==> config.mk <==
export PLATFORM = sky130hd
export DESIGN_NAME = guidewire_line_follow_controller
export DESIGN_NICKNAME = d
export VERILOG_FILES = /design/src/gwlf_pkg.sv /design/src/gwlf_cfg.sv /design/src/gwlf_step.sv /design/src/gwlf_outq.sv /design/src/guidewire_line_follow_controller.sv
export SDC_FILE = /design/constraint.sdc
export NUM_CORES = 1
export LEC_CHECK = 0
export ABC_AREA = 1
export BUFFER_PORTS_ARGS = -buffer_cell sky130_fd_sc_hd__buf_2
export CAP_MARGIN = 20
export CORE_MARGIN = 1
export CORE_UTILIZATION = 55
export DETAILED_ROUTE_END_ITERATION = 10
export PLACE_DENSITY = 0.74
export SYNTH_ARGS = -nofsm -noshare
export SYNTH_HDL_FRONTEND = slang
export SYNTH_HIERARCHICAL = 1
export SYNTH_SLANG_ARGS = --single-unit
==> constraint.sdc <==
create_clock -name i_clk -period 9.2 [get_ports i_clk]
set_input_delay 1.84 -clock i_clk [delete_from_list [all_inputs] [get_ports i_clk]]
set_output_delay 1.84 -clock i_clk [all_outputs]
set_load 0.02 [all_outputs]
==> src/gwlf_pkg.sv <==
// Shared types, constants and helper functions for the guide-wire line-follow controller.
package gwlf_pkg;

    // Number of route entries that the route word holds and that are used.
    localparam int unsigned ROUTE_LENGTH = 8;

    // Coil offsets removed from the raw readings.
    localparam logic [11:0] OFFSET_LEFT   = 12'd56;
    localparam logic [11:0] OFFSET_CENTER = 12'd24;
    localparam logic [11:0] OFFSET_RIGHT  = 12'd23;

    // Manual command watchdog.
    localparam logic [8:0] WATCHDOG_MS = 9'd250;
    localparam logic [8:0] AGE_MAX     = 9'd511;

    // Confirm counter ceiling.
    localparam logic [2:0] CONFIRM_MAX = 3'd7;

    // Hold times in milliseconds.
    localparam logic [6:0] HOLD_NONE      = 7'd0;
    localparam logic [6:0] HOLD_MANUAL    = 7'd5;
    localparam logic [6:0] HOLD_SEARCH    = 7'd10;
    localparam logic [6:0] HOLD_NUDGE     = 7'd2;
    localparam logic [6:0] HOLD_LOST      = 7'd50;
    localparam logic [6:0] HOLD_CROSS_FWD = 7'd60;
    localparam logic [6:0] HOLD_TURN      = 7'd120;
    localparam logic [6:0] HOLD_EXIT_LEFT = 7'd40;
    localparam logic [6:0] HOLD_EXIT_RGT  = 7'd70;
    localparam logic [6:0] HOLD_FOLLOW    = 7'd10;
    localparam logic [6:0] HOLD_SPIN      = 7'd4;
    localparam logic [6:0] HOLD_SOFT      = 7'd25;

    // Remote command codes.
    localparam logic [3:0] IR_TOGGLE = 4'b0101;
    localparam logic [3:0] IR_FWD    = 4'b0010;
    localparam logic [3:0] IR_LEFT   = 4'b0011;
    localparam logic [3:0] IR_RIGHT  = 4'b0100;
    localparam logic [3:0] IR_BACK   = 4'b1101;

    // Output queue depth.
    localparam int unsigned OQ_DEPTH = 4;
    localparam int unsigned OQ_AW    = $clog2(OQ_DEPTH);

    typedef enum logic [1:0] {
        OP_SAMPLE = 2'd0,
        OP_CMD    = 2'd1,
        OP_TICK   = 2'd2,
        OP_NONE   = 2'd3
    } t_op;

    typedef enum logic [2:0] {
        DRV_STOP   = 3'd0,
        DRV_FWD    = 3'd1,
        DRV_SPIN_L = 3'd2,
        DRV_SPIN_R = 3'd3,
        DRV_SOFT_L = 3'd4,
        DRV_SOFT_R = 3'd5,
        DRV_BACK   = 3'd6
    } t_drive;

    typedef enum logic [1:0] {
        ACT_FWD   = 2'd0,
        ACT_LEFT  = 2'd1,
        ACT_RIGHT = 2'd2,
        ACT_STOP  = 2'd3
    } t_action;

    typedef enum logic [2:0] {
        CFG_ROUTE_WORD     = 3'd0,
        CFG_TRACK_MIN      = 3'd1,
        CFG_BALANCE_WINDOW = 3'd2,
        CFG_HARD_TURN      = 3'd3,
        CFG_CROSS_CENTER   = 3'd4,
        CFG_CROSS_SIDE     = 3'd5,
        CFG_CONFIRM_NEEDED = 3'd6,
        CFG_REARM_SAMPLES  = 3'd7
    } t_cfg_idx;

    // Configuration register set.
    typedef struct packed {
        logic [15:0] route_word;
        logic [11:0] track_min;
        logic [11:0] balance_window;
        logic [11:0] hard_turn_margin;
        logic [11:0] cross_center_min;
        logic [11:0] cross_side_min;
        logic [2:0]  confirm_needed;
        logic [7:0]  rearm_samples;
    } t_cfg;

    // One result beat.
    typedef struct packed {
        t_drive     drive;
        logic [6:0] hold_ms;
        logic       auto_on;
        logic       last;
    } t_result;

    // Up to two results handed together from the step logic to the output queue.
    typedef struct packed {
        logic [1:0] count;
        t_result    res0;
        t_result    res1;
    } t_push;

    // Removes a coil offset, floored at zero.
    function automatic logic [11:0] less_offset(input logic [11:0] raw,
                                                input logic [11:0] off);
        return (raw > off) ? (raw - off) : 12'd0;
    endfunction

    // Builds a result beat.
    function automatic t_result make_res(input t_drive drive, input logic [6:0] hold,
                                         input logic auto_on, input logic last);
        t_result res;
        res.drive   = drive;
        res.hold_ms = hold;
        res.auto_on = auto_on;
        res.last    = last;
        return res;
    endfunction

endpackage

==> src/gwlf_cfg.sv <==
// Configuration register file of the guide-wire line-follow controller.
module gwlf_cfg (
    input  logic            i_clk,
    input  logic            i_rst_n,
    input  logic            i_cfg_valid,
    input  logic [2:0]      i_cfg_index,
    input  logic [15:0]     i_cfg_data,
    output gwlf_pkg::t_cfg  o_cfg
);

    gwlf_pkg::t_cfg r_cfg;
    gwlf_pkg::t_cfg n_cfg;

    // Decode the written register.
    always_comb begin
        n_cfg = r_cfg;
        if (i_cfg_valid) begin
            case (gwlf_pkg::t_cfg_idx'(i_cfg_index))
                gwlf_pkg::CFG_ROUTE_WORD:     n_cfg.route_word       = i_cfg_data;
                gwlf_pkg::CFG_TRACK_MIN:      n_cfg.track_min        = i_cfg_data[11:0];
                gwlf_pkg::CFG_BALANCE_WINDOW: n_cfg.balance_window   = i_cfg_data[11:0];
                gwlf_pkg::CFG_HARD_TURN:      n_cfg.hard_turn_margin = i_cfg_data[11:0];
                gwlf_pkg::CFG_CROSS_CENTER:   n_cfg.cross_center_min = i_cfg_data[11:0];
                gwlf_pkg::CFG_CROSS_SIDE:     n_cfg.cross_side_min   = i_cfg_data[11:0];
                gwlf_pkg::CFG_CONFIRM_NEEDED: n_cfg.confirm_needed   = i_cfg_data[2:0];
                gwlf_pkg::CFG_REARM_SAMPLES:  n_cfg.rearm_samples    = i_cfg_data[7:0];
                default:                      n_cfg = r_cfg;
            endcase
        end
    end

    // Registers with their power-up values.
    always_ff @(posedge i_clk) begin
        if (!i_rst_n) begin
            r_cfg.route_word       <= 16'd61593;
            r_cfg.track_min        <= 12'd70;
            r_cfg.balance_window   <= 12'd300;
            r_cfg.hard_turn_margin <= 12'd750;
            r_cfg.cross_center_min <= 12'd1500;
            r_cfg.cross_side_min   <= 12'd800;
            r_cfg.confirm_needed   <= 3'd2;
            r_cfg.rearm_samples    <= 8'd120;
        end else begin
            r_cfg <= n_cfg;
        end
    end

    assign o_cfg = r_cfg;

endmodule

==> src/gwlf_step.sv <==
// Input register, controller state and per-item decision logic.
module gwlf_step (
    input  logic            i_clk,
    input  logic            i_rst_n,
    input  gwlf_pkg::t_cfg  i_cfg,
    input  logic            i_valid,
    output logic            o_ready,
    input  logic [1:0]      i_operation,
    input  logic [11:0]     i_left_raw,
    input  logic [11:0]     i_center_raw,
    input  logic [11:0]     i_right_raw,
    input  logic [3:0]      i_ir_code,
    input  logic            i_room,
    output gwlf_pkg::t_push o_push
);

    // Input register.
    logic        r_in_valid;
    logic [1:0]  r_op;
    logic [11:0] r_left;
    logic [11:0] r_center;
    logic [11:0] r_right;
    logic [3:0]  r_ir;

    // Controller state.
    logic       r_auto;
    logic       r_searching;
    logic [3:0] r_index;
    logic [7:0] r_rearm;
    logic [2:0] r_confirm;
    logic       r_recovering;
    logic [8:0] r_age;
    logic       r_armed;

    logic       n_auto;
    logic       n_searching;
    logic [3:0] n_index;
    logic [7:0] n_rearm;
    logic [2:0] n_confirm;
    logic       n_recovering;
    logic [8:0] n_age;
    logic       n_armed;

    logic       advance;

    // Results before the mode bit and the final-beat flag are attached.
    logic [1:0]       cnt;
    gwlf_pkg::t_drive drv0;
    gwlf_pkg::t_drive drv1;
    logic [6:0]       hold0;
    logic [6:0]       hold1;

    assign advance = r_in_valid & i_room;
    assign o_ready = ~r_in_valid | i_room;

    // Decision logic for the item in the input register.
    always_comb begin
        logic [11:0] l;
        logic [11:0] c;
        logic [11:0] r;
        logic        l_gt_r;
        logic [11:0] ad;
        logic [11:0] peak;
        logic        big;
        logic        suspect;
        logic [2:0]  conf_inc;
        logic [8:0]  age_inc;
        logic [1:0]  action;
        logic        do_steer;

        n_auto       = r_auto;
        n_searching  = r_searching;
        n_index      = r_index;
        n_rearm      = r_rearm;
        n_confirm    = r_confirm;
        n_recovering = r_recovering;
        n_age        = r_age;
        n_armed      = r_armed;
        cnt          = 2'd0;
        drv0         = gwlf_pkg::DRV_STOP;
        drv1         = gwlf_pkg::DRV_STOP;
        hold0        = gwlf_pkg::HOLD_NONE;
        hold1        = gwlf_pkg::HOLD_NONE;
        do_steer     = 1'b0;

        l       = gwlf_pkg::less_offset(r_left, gwlf_pkg::OFFSET_LEFT);
        c       = gwlf_pkg::less_offset(r_center, gwlf_pkg::OFFSET_CENTER);
        r       = gwlf_pkg::less_offset(r_right, gwlf_pkg::OFFSET_RIGHT);
        l_gt_r  = l > r;
        ad      = l_gt_r ? (l - r) : (r - l);
        peak    = l_gt_r ? l : r;
        big     = (ad > i_cfg.hard_turn_margin) && !r_recovering;
        suspect = (c >= i_cfg.cross_center_min) && (l >= i_cfg.cross_side_min)
                  && (r >= i_cfg.cross_side_min);
        conf_inc = (r_confirm < gwlf_pkg::CONFIRM_MAX) ? (r_confirm + 3'd1) : r_confirm;
        age_inc  = (r_age < gwlf_pkg::AGE_MAX) ? (r_age + 9'd1) : r_age;
        action   = i_cfg.route_word[{r_index[2:0], 1'b0} +: 2];

        case (gwlf_pkg::t_op'(r_op))
            gwlf_pkg::OP_SAMPLE: begin
                if (r_auto) begin
                    if (r_searching) begin
                        // Searching for the wire.
                        if (peak < i_cfg.track_min) begin
                            cnt   = 2'd2;
                            drv0  = gwlf_pkg::DRV_SPIN_L;
                            hold0 = gwlf_pkg::HOLD_SEARCH;
                            hold1 = gwlf_pkg::HOLD_SEARCH;
                        end else if (ad > i_cfg.balance_window) begin
                            cnt   = 2'd2;
                            drv0  = l_gt_r ? gwlf_pkg::DRV_SPIN_L : gwlf_pkg::DRV_SPIN_R;
                            hold0 = gwlf_pkg::HOLD_NUDGE;
                            hold1 = gwlf_pkg::HOLD_SEARCH;
                        end else begin
                            n_searching  = 1'b0;
                            n_recovering = 1'b0;
                        end
                    end else if (peak < i_cfg.track_min) begin
                        // Wire lost.
                        cnt   = 2'd1;
                        hold0 = gwlf_pkg::HOLD_LOST;
                    end else if (r_rearm != 8'd0) begin
                        n_rearm   = r_rearm - 8'd1;
                        n_confirm = 3'd0;
                        do_steer  = 1'b1;
                    end else if (suspect) begin
                        n_confirm = conf_inc;
                        if (conf_inc >= i_cfg.confirm_needed) begin
                            // Confirmed intersection: follow the route.
                            n_rearm   = i_cfg.rearm_samples;
                            n_confirm = 3'd0;
                            cnt       = 2'd1;
                            if (r_index >= 4'(gwlf_pkg::ROUTE_LENGTH)) begin
                                n_auto = 1'b0;
                            end else begin
                                n_index = r_index + 4'd1;
                                case (gwlf_pkg::t_action'(action))
                                    gwlf_pkg::ACT_FWD: begin
                                        drv0         = gwlf_pkg::DRV_FWD;
                                        hold0        = gwlf_pkg::HOLD_CROSS_FWD;
                                        n_recovering = 1'b0;
                                    end
                                    gwlf_pkg::ACT_LEFT: begin
                                        cnt          = 2'd2;
                                        drv0         = gwlf_pkg::DRV_SPIN_L;
                                        hold0        = gwlf_pkg::HOLD_TURN;
                                        drv1         = gwlf_pkg::DRV_FWD;
                                        hold1        = gwlf_pkg::HOLD_EXIT_LEFT;
                                        n_recovering = 1'b1;
                                    end
                                    gwlf_pkg::ACT_RIGHT: begin
                                        cnt          = 2'd2;
                                        drv0         = gwlf_pkg::DRV_SPIN_R;
                                        hold0        = gwlf_pkg::HOLD_TURN;
                                        drv1         = gwlf_pkg::DRV_FWD;
                                        hold1        = gwlf_pkg::HOLD_EXIT_RGT;
                                        n_recovering = 1'b1;
                                    end
                                    default: begin
                                        n_auto = 1'b0;
                                    end
                                endcase
                            end
                        end else begin
                            do_steer = 1'b1;
                        end
                    end else begin
                        n_confirm = 3'd0;
                        do_steer  = 1'b1;
                    end

                    // Ordinary steering along the wire.
                    if (do_steer) begin
                        cnt = 2'd1;
                        if (ad <= i_cfg.balance_window) begin
                            drv0         = gwlf_pkg::DRV_FWD;
                            hold0        = gwlf_pkg::HOLD_FOLLOW;
                            n_recovering = 1'b0;
                        end else if (l_gt_r) begin
                            drv0  = big ? gwlf_pkg::DRV_SPIN_L : gwlf_pkg::DRV_SOFT_L;
                            hold0 = big ? gwlf_pkg::HOLD_SPIN : gwlf_pkg::HOLD_SOFT;
                        end else begin
                            drv0  = big ? gwlf_pkg::DRV_SPIN_R : gwlf_pkg::DRV_SOFT_R;
                            hold0 = big ? gwlf_pkg::HOLD_SPIN : gwlf_pkg::HOLD_SOFT;
                        end
                    end
                end
            end
            gwlf_pkg::OP_CMD: begin
                // Every command restarts the watchdog.
                n_age   = 9'd0;
                n_armed = 1'b1;
                if (r_ir == gwlf_pkg::IR_TOGGLE) begin
                    n_auto = ~r_auto;
                    cnt    = 2'd1;
                    if (!r_auto) begin
                        n_searching  = 1'b1;
                        n_index      = 4'd0;
                        n_rearm      = 8'd0;
                        n_confirm    = 3'd0;
                        n_recovering = 1'b0;
                    end
                end else if (!r_auto) begin
                    cnt   = 2'd2;
                    hold0 = gwlf_pkg::HOLD_MANUAL;
                    case (r_ir)
                        gwlf_pkg::IR_FWD:   drv1 = gwlf_pkg::DRV_FWD;
                        gwlf_pkg::IR_LEFT:  drv1 = gwlf_pkg::DRV_SPIN_L;
                        gwlf_pkg::IR_RIGHT: drv1 = gwlf_pkg::DRV_SPIN_R;
                        gwlf_pkg::IR_BACK:  drv1 = gwlf_pkg::DRV_BACK;
                        default: begin
                            cnt   = 2'd1;
                            hold0 = gwlf_pkg::HOLD_NONE;
                        end
                    endcase
                end
            end
            gwlf_pkg::OP_TICK: begin
                // Manual command watchdog.
                if (r_armed) begin
                    n_age = age_inc;
                    if (!r_auto && (age_inc > gwlf_pkg::WATCHDOG_MS)) begin
                        n_armed = 1'b0;
                        cnt     = 2'd1;
                    end
                end
            end
            default: begin
                cnt = 2'd0;
            end
        endcase
    end

    // Attach the mode bit and the final-beat flag.
    always_comb begin
        o_push.count = advance ? cnt : 2'd0;
        o_push.res0  = gwlf_pkg::make_res(drv0, hold0, n_auto, cnt == 2'd1);
        o_push.res1  = gwlf_pkg::make_res(drv1, hold1, n_auto, 1'b1);
    end

    // Input register control.
    always_ff @(posedge i_clk) begin
        if (!i_rst_n) begin
            r_in_valid <= 1'b0;
        end else if (o_ready) begin
            r_in_valid <= i_valid;
        end
    end

    // Input payload.
    always_ff @(posedge i_clk) begin
        if (o_ready && i_valid) begin
            r_op     <= i_operation;
            r_left   <= i_left_raw;
            r_center <= i_center_raw;
            r_right  <= i_right_raw;
            r_ir     <= i_ir_code;
        end
    end

    // Controller state, updated when an item completes.
    always_ff @(posedge i_clk) begin
        if (!i_rst_n) begin
            r_auto       <= 1'b0;
            r_searching  <= 1'b1;
            r_index      <= 4'd0;
            r_rearm      <= 8'd0;
            r_confirm    <= 3'd0;
            r_recovering <= 1'b0;
            r_age        <= 9'd0;
            r_armed      <= 1'b0;
        end else if (advance) begin
            r_auto       <= n_auto;
            r_searching  <= n_searching;
            r_index      <= n_index;
            r_rearm      <= n_rearm;
            r_confirm    <= n_confirm;
            r_recovering <= n_recovering;
            r_age        <= n_age;
            r_armed      <= n_armed;
        end
    end

endmodule

==> src/gwlf_outq.sv <==
// Result queue taking up to two beats per cycle and releasing one per cycle while the reader is ready.
module gwlf_outq (
    input  logic              i_clk,
    input  logic              i_rst_n,
    input  gwlf_pkg::t_push   i_push,
    output logic              o_room,
    output logic              o_valid,
    input  logic              i_ready,
    output gwlf_pkg::t_result o_res
);

    gwlf_pkg::t_result            r_mem [gwlf_pkg::OQ_DEPTH];
    logic [gwlf_pkg::OQ_AW-1:0]   r_wr_ptr;
    logic [gwlf_pkg::OQ_AW-1:0]   r_rd_ptr;
    logic [gwlf_pkg::OQ_AW:0]     r_count;
    logic [gwlf_pkg::OQ_AW-1:0]   n_wr_ptr;
    logic [gwlf_pkg::OQ_AW-1:0]   n_rd_ptr;
    logic [gwlf_pkg::OQ_AW:0]     n_count;
    logic                         pop;

    // Room for a full pair of beats.
    assign o_room  = r_count <= (gwlf_pkg::OQ_AW+1)'(gwlf_pkg::OQ_DEPTH - 2);
    assign o_valid = r_count != '0;
    assign o_res   = r_mem[r_rd_ptr];
    assign pop     = o_valid & i_ready;

    // Pointer and fill arithmetic.
    always_comb begin
        n_wr_ptr = r_wr_ptr + gwlf_pkg::OQ_AW'(i_push.count);
        n_rd_ptr = r_rd_ptr + gwlf_pkg::OQ_AW'(pop);
        n_count  = r_count + (gwlf_pkg::OQ_AW+1)'(i_push.count)
                   - (gwlf_pkg::OQ_AW+1)'(pop);
    end

    // Storage.
    always_ff @(posedge i_clk) begin
        if (i_push.count != 2'd0) begin
            r_mem[r_wr_ptr] <= i_push.res0;
        end
        if (i_push.count == 2'd2) begin
            r_mem[r_wr_ptr + gwlf_pkg::OQ_AW'(1)] <= i_push.res1;
        end
    end

    // Control.
    always_ff @(posedge i_clk) begin
        if (!i_rst_n) begin
            r_wr_ptr <= '0;
            r_rd_ptr <= '0;
            r_count  <= '0;
        end else begin
            r_wr_ptr <= n_wr_ptr;
            r_rd_ptr <= n_rd_ptr;
            r_count  <= n_count;
        end
    end

endmodule

==> src/guidewire_line_follow_controller.sv <==
// Top level of the guide-wire line-follow controller.
// Each beat on the input channel is a sensor sample, a remote command or a millisecond
// tick; it is registered, decided combinationally from that register and gives zero, one or two
// result beats (drive code, hold time, mode, final flag) into a four-entry result queue. A new
// item can be taken every cycle while the queue holds two beats or fewer, so items with one
// result sustain one per cycle while the reader is ready, and items with two results are held
// back by the single read port of the result queue. Configuration writes are taken
// every cycle and must only be issued while the block is idle.
module guidewire_line_follow_controller (
    input  logic        i_clk,
    input  logic        i_rst_n,
    input  logic        i_cfg_valid,
    output logic        o_cfg_ready,
    input  logic [2:0]  i_cfg_index,
    input  logic [15:0] i_cfg_data,
    input  logic        i_valid,
    output logic        o_ready,
    input  logic [1:0]  i_operation,
    input  logic [11:0] i_left_raw,
    input  logic [11:0] i_center_raw,
    input  logic [11:0] i_right_raw,
    input  logic [3:0]  i_ir_code,
    output logic        o_valid,
    input  logic        i_ready,
    output logic [2:0]  o_drive,
    output logic [6:0]  o_hold_ms,
    output logic        o_auto_on,
    output logic        o_last
);

    gwlf_pkg::t_cfg    cfg;
    gwlf_pkg::t_push   push;
    gwlf_pkg::t_result res;
    logic              room;

    assign o_cfg_ready = 1'b1;

    // Configuration registers.
    gwlf_cfg u_cfg (
        .i_clk       (i_clk),
        .i_rst_n     (i_rst_n),
        .i_cfg_valid (i_cfg_valid),
        .i_cfg_index (i_cfg_index),
        .i_cfg_data  (i_cfg_data),
        .o_cfg       (cfg)
    );

    // Decision stage.
    gwlf_step u_step (
        .i_clk        (i_clk),
        .i_rst_n      (i_rst_n),
        .i_cfg        (cfg),
        .i_valid      (i_valid),
        .o_ready      (o_ready),
        .i_operation  (i_operation),
        .i_left_raw   (i_left_raw),
        .i_center_raw (i_center_raw),
        .i_right_raw  (i_right_raw),
        .i_ir_code    (i_ir_code),
        .i_room       (room),
        .o_push       (push)
    );

    // Result queue.
    gwlf_outq u_outq (
        .i_clk   (i_clk),
        .i_rst_n (i_rst_n),
        .i_push  (push),
        .o_room  (room),
        .o_valid (o_valid),
        .i_ready (i_ready),
        .o_res   (res)
    );

    assign o_drive   = res.drive;
    assign o_hold_ms = res.hold_ms;
    assign o_auto_on = res.auto_on;
    assign o_last    = res.last;

endmodule
======== After elaboration in Yosys (flattened, before gate mapping) ========
Memory sizes are Yosys's and may differ from the RTL's. A register that Yosys moved wholly into a read port is not among the register bits.
Cells that the tools add are included.
storage, ports and cells
  register bits after elaboration ......... 165
  RAM bits ................................ 48
  input port bits ......................... 66
  output and inout port bits .............. 15
  logic and storage cells ................. 284
  memories ................................ 1
operators by class
  add/sub/neg operators ................... 14
  $lt $le $gt $ge ......................... 17
  equality and inequality tests ........... 30
  shift-type cells ........................ 1
  multiplexer cells ....................... 159
  bitwise gates (word level) .............. 5
  reduce and logical (&&, ||, !) cells .... 32
memory list
  name          depth  width  read ports  clocked after Yosys merged registers in  write ports  RTL line         source
  u_outq.r_mem  4      12     1           1                                        2            gwlf_outq.sv:12  gwlf_pkg::t_result r_mem [gwlf_pkg::OQ_DEPTH];
operators with widths
  cell                                                                               count
  7-bit two-way mux                                                                  21
  3-bit two-way mux                                                                  34
  8-bit two-way mux                                                                  8
  12-bit two-way mux                                                                 5
  1-bit two-way mux                                                                  44
  7-bit case mux with 2 select lines                                                 3
  4-bit two-way mux                                                                  10
  12-bit greater-or-equal comparator                                                 3
  12-bit greater-than comparator                                                     3
  2-bit two-way mux                                                                  18
  12-bit by 5-bit greater-than comparator with 1-bit output (second input constant)  2
  12-bit subtractor                                                                  2
  12-bit by 5-bit subtractor with 12-bit output (second input constant)              2
  9-bit two-way mux                                                                  2
  9-bit case mux with 2 select lines                                                 1
  2-bit AND reduction                                                                9
  8-bit case mux with 2 select lines                                                 1
  16-bit by 5-bit variable part select with 2-bit output                             1
  3-bit equality test (second input constant)                                        4
  12-bit by 6-bit greater-than comparator with 1-bit output (second input constant)  1
  12-bit less-or-equal comparator                                                    1
  12-bit less-than comparator                                                        1
  2-bit case mux with 3 select lines                                                 2
  3-bit case mux with 2 select lines                                                 2
  other kinds (48)                                                                   78

======== Logic depth before layout (Yosys ltp) ========
  word-level depth ........................ 18
  gate-level depth with buffers ........... 47
  mapped depth without buffers ............ 47

======== By module ========
The synthesis kept the hierarchy.
modules (own cells, without submodules)
  module                            times used  cells an instance  area each (um2)  seq. area each (um2)
  gwlf_step                         1           1092               7548.5           1841.8
  gwlf_cfg                          1           466                3434.5           1741.7
  gwlf_outq                         1           290                2867.8           1581.5
  guidewire_line_follow_controller  1           2                  11.3             0.0

======== Worst setup path after synthesis ========
No wires, ideal clock.
  path type ............................... reg-to-reg
  start ................................... register u_step.r_right[0]
  end ..................................... memory u_outq/r_mem[0][0] (netlist bit), enable pin
  setup time .............................. 0.400 ns
  data arrival time ....................... 6.125 ns
  required time ........................... 8.800 ns
  slack ................................... 2.674 ns
  stages on the path, launching flop included .. 34
  path buffers ............................ 4
  period minus slack after synthesis ...... 6.526 ns
  cells stage by stage .................... edfxtp_1 ha_1 nand2_1 inv_1 nor2_1 nor2_1 inv_1 nand2_1 nor2_1 nor2_1 nor3_1 inv_1 ha_1 nand2_1 nor2_2 nand3_1 nand2_1 buf_2 clkbuf_1 clkbuf_1 o21ai_0 ha_1 a21oi_1 nor2_1 a2111oi_0 nand2_2 buf_6 nand3_2 nand3_1 nand3_1 nand2_1 nor2_1 nor2_1 o31ai_1
RTL lines
  element                   RTL line          source
  start: declaration        gwlf_step.sv:22   logic [11:0] r_right;
  start signal: assignment  gwlf_step.sv:256  r_right <= i_right_raw;
  end: declaration          gwlf_outq.sv:12

==> summary.txt <==
Status
  – Status: finished clean

Route
  – Routed Antenna Nets: 0
  – Vias per inst: ~5.4
  – Routed WL: 33000 um
  – Number of remaining DRC errors: 0
  – Routed WL per cell: ~15 um
  – Routed via count: 12100
  – Number of DRC markers in iteration 0: 829
  – DR pass1 iterations: 8

Logic synthesis
  – Primary FF master, synth: dfxtp_1
  – Syn avg cell area: 7.49 um2
  – Post-synth EDFFs: 90
  – Mapped Cells: ~1900
  – Mapped cell area: 13900 um2
  – YS warnings: 6
  – Ys async rst share: 0%
  – Synth Register Bits: 213
  – Distinct cell type count after synthesis: 60
  – Sequential element share of the synthesized area: between 30% and 40%

Layout
  – Share of layout cells above drive strength 1: 10.4%
  – # diodes: 0
  – Layout area overhead: 8.52%
  – Register Area: 5160 um2
  – Multi-input gate area: 7310 um2
  – # fillers: 2231
  – Final non-filler cell total: 2244
  – Nets@finish: about 2100

STA
  – Final total negative setup slack: 0 ns
  – Relative slew slack: between 30% and 40%
  – Fmax: approximately 130 MHz
  – RSZ-0062 raised after global routing: false
  – Final setup margin: around 1.4 ns
  – Number of hold violations in the final report: 0
  – Final Setup Violations: 0
  – Fin crit period: roughly 7.8 ns
  – Max Slew Vio Count: 0
  – Skew final: around 0.013 ns
  – WHS: about 0.46 ns
  – Post-route clock period utilization: between 80% and 90%
  – Worst-Margin Slew: around 0.96 ns

GRT
  – Largest net degree at the start of global routing: 92
  – Global route total overflow: 0
  – Met2 Usage GRT: 45.7%
  – GRT Overall Usage: 25.7%
  – GRT busiest layer: met2
  – First-pass GRT wire length: between 50000 and 60000 um
  – Met1 Usage GRT: 32.2%
  – Initial antenna violation count: 0
  – Vias in the first global route: 11300
  – Met3 GRT Util: 2.63%

Clocking
  – TritonCTS clock tree: built
  – Clk pin slew, worst setup/hold paths: 0.06 ns
  – Clock buffer depth: 3
  – Clk Latency, worst-skew pair: 0.52 ns
  – H-tree lvl count: 1
  – Root buffer cell: clkbuf_16
  – Post-CTS Hold Fix Bufs: 0
  – Post-CTS sizing: 0
  – Num CTS Buffers: 24
  – Clock Sinks: 213
  – Postcts setup bufs: 0

Floorplan
  – Die height: 161 um
  – I/O pins: 81
  – Full die area: about 26000 um2
  – Core area: 24500 um2
  – Row count: 57
  – Starting density of the core: a little under three fifths
  – Die X: approximately 160 um

Setup path
  – Most used cell, CP: nand2_1
  – Critical path type: reg -> reg
  – CP required: 9.61 ns
  – Crit path buffers/inverters: 10
  – Critical Path AT: approximately 8 ns
  – Top delay family on crit path: simple AND/OR/NAND/NOR gates
  – Slowest cell on the critical path: nand2_1
  – Critical Path Max Stage Delay: 0.72 ns
  – Crit path max fanout: 30
  – Startpoint types: flip-flop
  – Crit path capture type: flip-flop

Job
  – Max-Cap Viols: 0

Power
  – PwrDens: 189 nW/um2
  – VDD IR max: between 0.15 and 0.2 mV
  – Leak: 6.93 nW

Placement
  – Hpwl dp: about 25000 um
  – Dpl cells: 2200
  – Global placer's final weighted congestion: 0.959
  – Port Buf Inserts: 79
  – Pre-CTS setup slack: 1.53 ns

Hold path
  – HP Class: reg -> reg
where the power goes:
group / internal (mW) / switching [mW] / total [mW] / leakage (nW)
registers: 1.03 / 0.0302 / 1.06 / 1.84
logic: 0.308 / 0.582 / 0.890 / 4.73
clock network: 0.504 / 0.382 / 0.885 / 0.362
total: 1.85 / 0.994 / 2.84 / 6.93
kinds of logic after synthesis:
family	synth area share [%]
multiplexers	0.144
adder cells (fa/ha/maj)	10.9
XOR/XNOR	1.64
flip-flops	37.3
other	0.0812
buffers and inverters	10.1
AO/OA/AOI/OAI	11.6
AND/OR/NAND/NOR	28.3
Yosys cell counts, types with 4 or more instances:
master    count  area, um2
inv_1       242        908
dfxtp_1     123       2460
ha_1        116       1450
buf_4        11       82.6
nor2_2        5       31.3
o211ai_1      4       30.0
nor3_1       20        100
or2_2         4       25.0
a31oi_1       8       50.1
a21oi_1      81        405
o21ai_2      20        175
nand3_4       6        105
nor2_4        8       90.1
clkinv_1      7       26.3
xnor2_1      11       96.3
nand4_1      30        188
inv_2         7       26.3
o22ai_1      18        113
nand2_1     408       1530
nor2_1      246        923
o21ai_0      89        445
xor2_1       15        131
nand3_1     129        646
nand3_2       4       40.0
buf_2        15       75.1
nand2_2       9       56.3
a211oi_1      4       30.0
o21bai_1      4       30.0
buf_6        15        169
o31ai_1       5       37.5
o21ai_1      31        155
clkbuf_1     17       63.8
edfxtp_1     90       2700
worst register-to-register path, delay by kind of cell, from the launching register on:
family | cells | cell delay, ns
flip-flops | 1 | 0.42
AO/OA/AOI/OAI | 4 | 0.81
XOR/XNOR | 2 | 0.33
adder cells (fa/ha/maj) | 5 | 1.67
AND/OR/NAND/NOR | 24 | 3.28
buffers and inverters | 10 | 1.18
final cells by class:
cell class,count,share of cell area [%]
inverters,257,6.43
repair buffers,88,3.09
well taps,324,2.69
multi-input cells,1318,48.6
flip-flops and latches,213,34.3
clock inverters,14,0.482
clock buffers,30,4.35
layout by cell type (no fill, tap or decap), types with 4 or more instances in the layout:
| cell | n |
|---|---|
| nand2_1 | 408 |
| nor2_1 | 246 |
| inv_1 | 242 |
| nand3_1 | 129 |
| dfxtp_1 | 123 |
| ha_1 | 116 |
| edfxtp_1 | 90 |
| o21ai_0 | 89 |
| a21oi_1 | 80 |
| buf_2 | 78 |
| o21ai_1 | 31 |
| nand4_1 | 30 |
| clkbuf_16 | 25 |
| o21ai_2 | 20 |
| nor3_1 | 20 |
| o22ai_1 | 18 |
| xor2_1 | 15 |
| clkinv_1 | 11 |
| xnor2_1 | 11 |
| buf_4 | 10 |
| nand2_2 | 9 |
| nor2_4 | 8 |
| a31oi_1 | 8 |
| clkinv_2 | 7 |
| inv_2 | 7 |
| nand3_4 | 6 |
| o31ai_1 | 5 |
| nor2_2 | 5 |
| conb_1 | 4 |
| clkbuf_1 | 4 |
| a211oi_1 | 4 |
| o21bai_1 | 4 |
| nand3_2 | 4 |
| or2_2 | 4 |
| o211ai_1 | 4 |
routing by layer:
| metal | vias up | routed length [um] | part of all wire (%) |
|---|---|---|---|
| met5 | - | 0 | 0 |
| li1 | 6158 | - | - |
| met1 | 5475 | 14200 | 43 |
| met3 | 70 | 1570 | 4.8 |
| met4 | 0 | 1120 | 3.4 |
| met2 | 391 | 16100 | 49 |
final timing paths:
check / startpoint / cells after the start / slack (ns) / endpoint
max: u_step/r_right[0]$_DFFE_PP_ / 45 / 1.42 / u_outq/r_count[2]$_SDFF_PN0_
min: u_cfg/o_cfg[20]$_SDFFE_PN1P_ / 2 / 0.46 / u_cfg/o_cfg[20]$_SDFFE_PN1P_
max reg2reg: u_step/r_right[0]$_DFFE_PP_ / 45 / 1.42 / u_outq/r_count[2]$_SDFF_PN0_
min reg2reg: u_cfg/o_cfg[20]$_SDFFE_PN1P_ / 2 / 0.46 / u_cfg/o_cfg[20]$_SDFFE_PN1P_
registers in the layout (all words and copies together), names as in the netlist:
signal	flops
u_outq/r_rd_ptr	2
u_step/r_searching	1
u_step/r_right	12
u_outq/r_count	3
u_step/r_confirm	3
u_cfg/o_cfg	87
u_outq/r_mem	48
u_step/r_recovering	1
u_step/r_auto	1
u_step/r_center	12
u_step/r_rearm	8
u_step/r_op	2
u_outq/r_wr_ptr	2
u_step/r_in_valid	1
u_step/r_age	9
u_step/r_left	12
u_step/r_ir	4
u_step/r_index	4
u_step/r_armed	1
per-stage QoR:
step / total power [mW] / util (%) / instance area (um2)
2_1_floorplan: 1.75 / - / 13900
3_3_place_gp: 1.94 / 58.4 / 14300
3_5_place_dp: 1.96 / 58.4 / 14300
4_1_cts: 2.85 / 61.3 / 15000
5_1_grt: 3.02 / 61.3 / 15000
6_report: 2.84 / 61.3 / 15000
(Power assumes the default switching activity.)
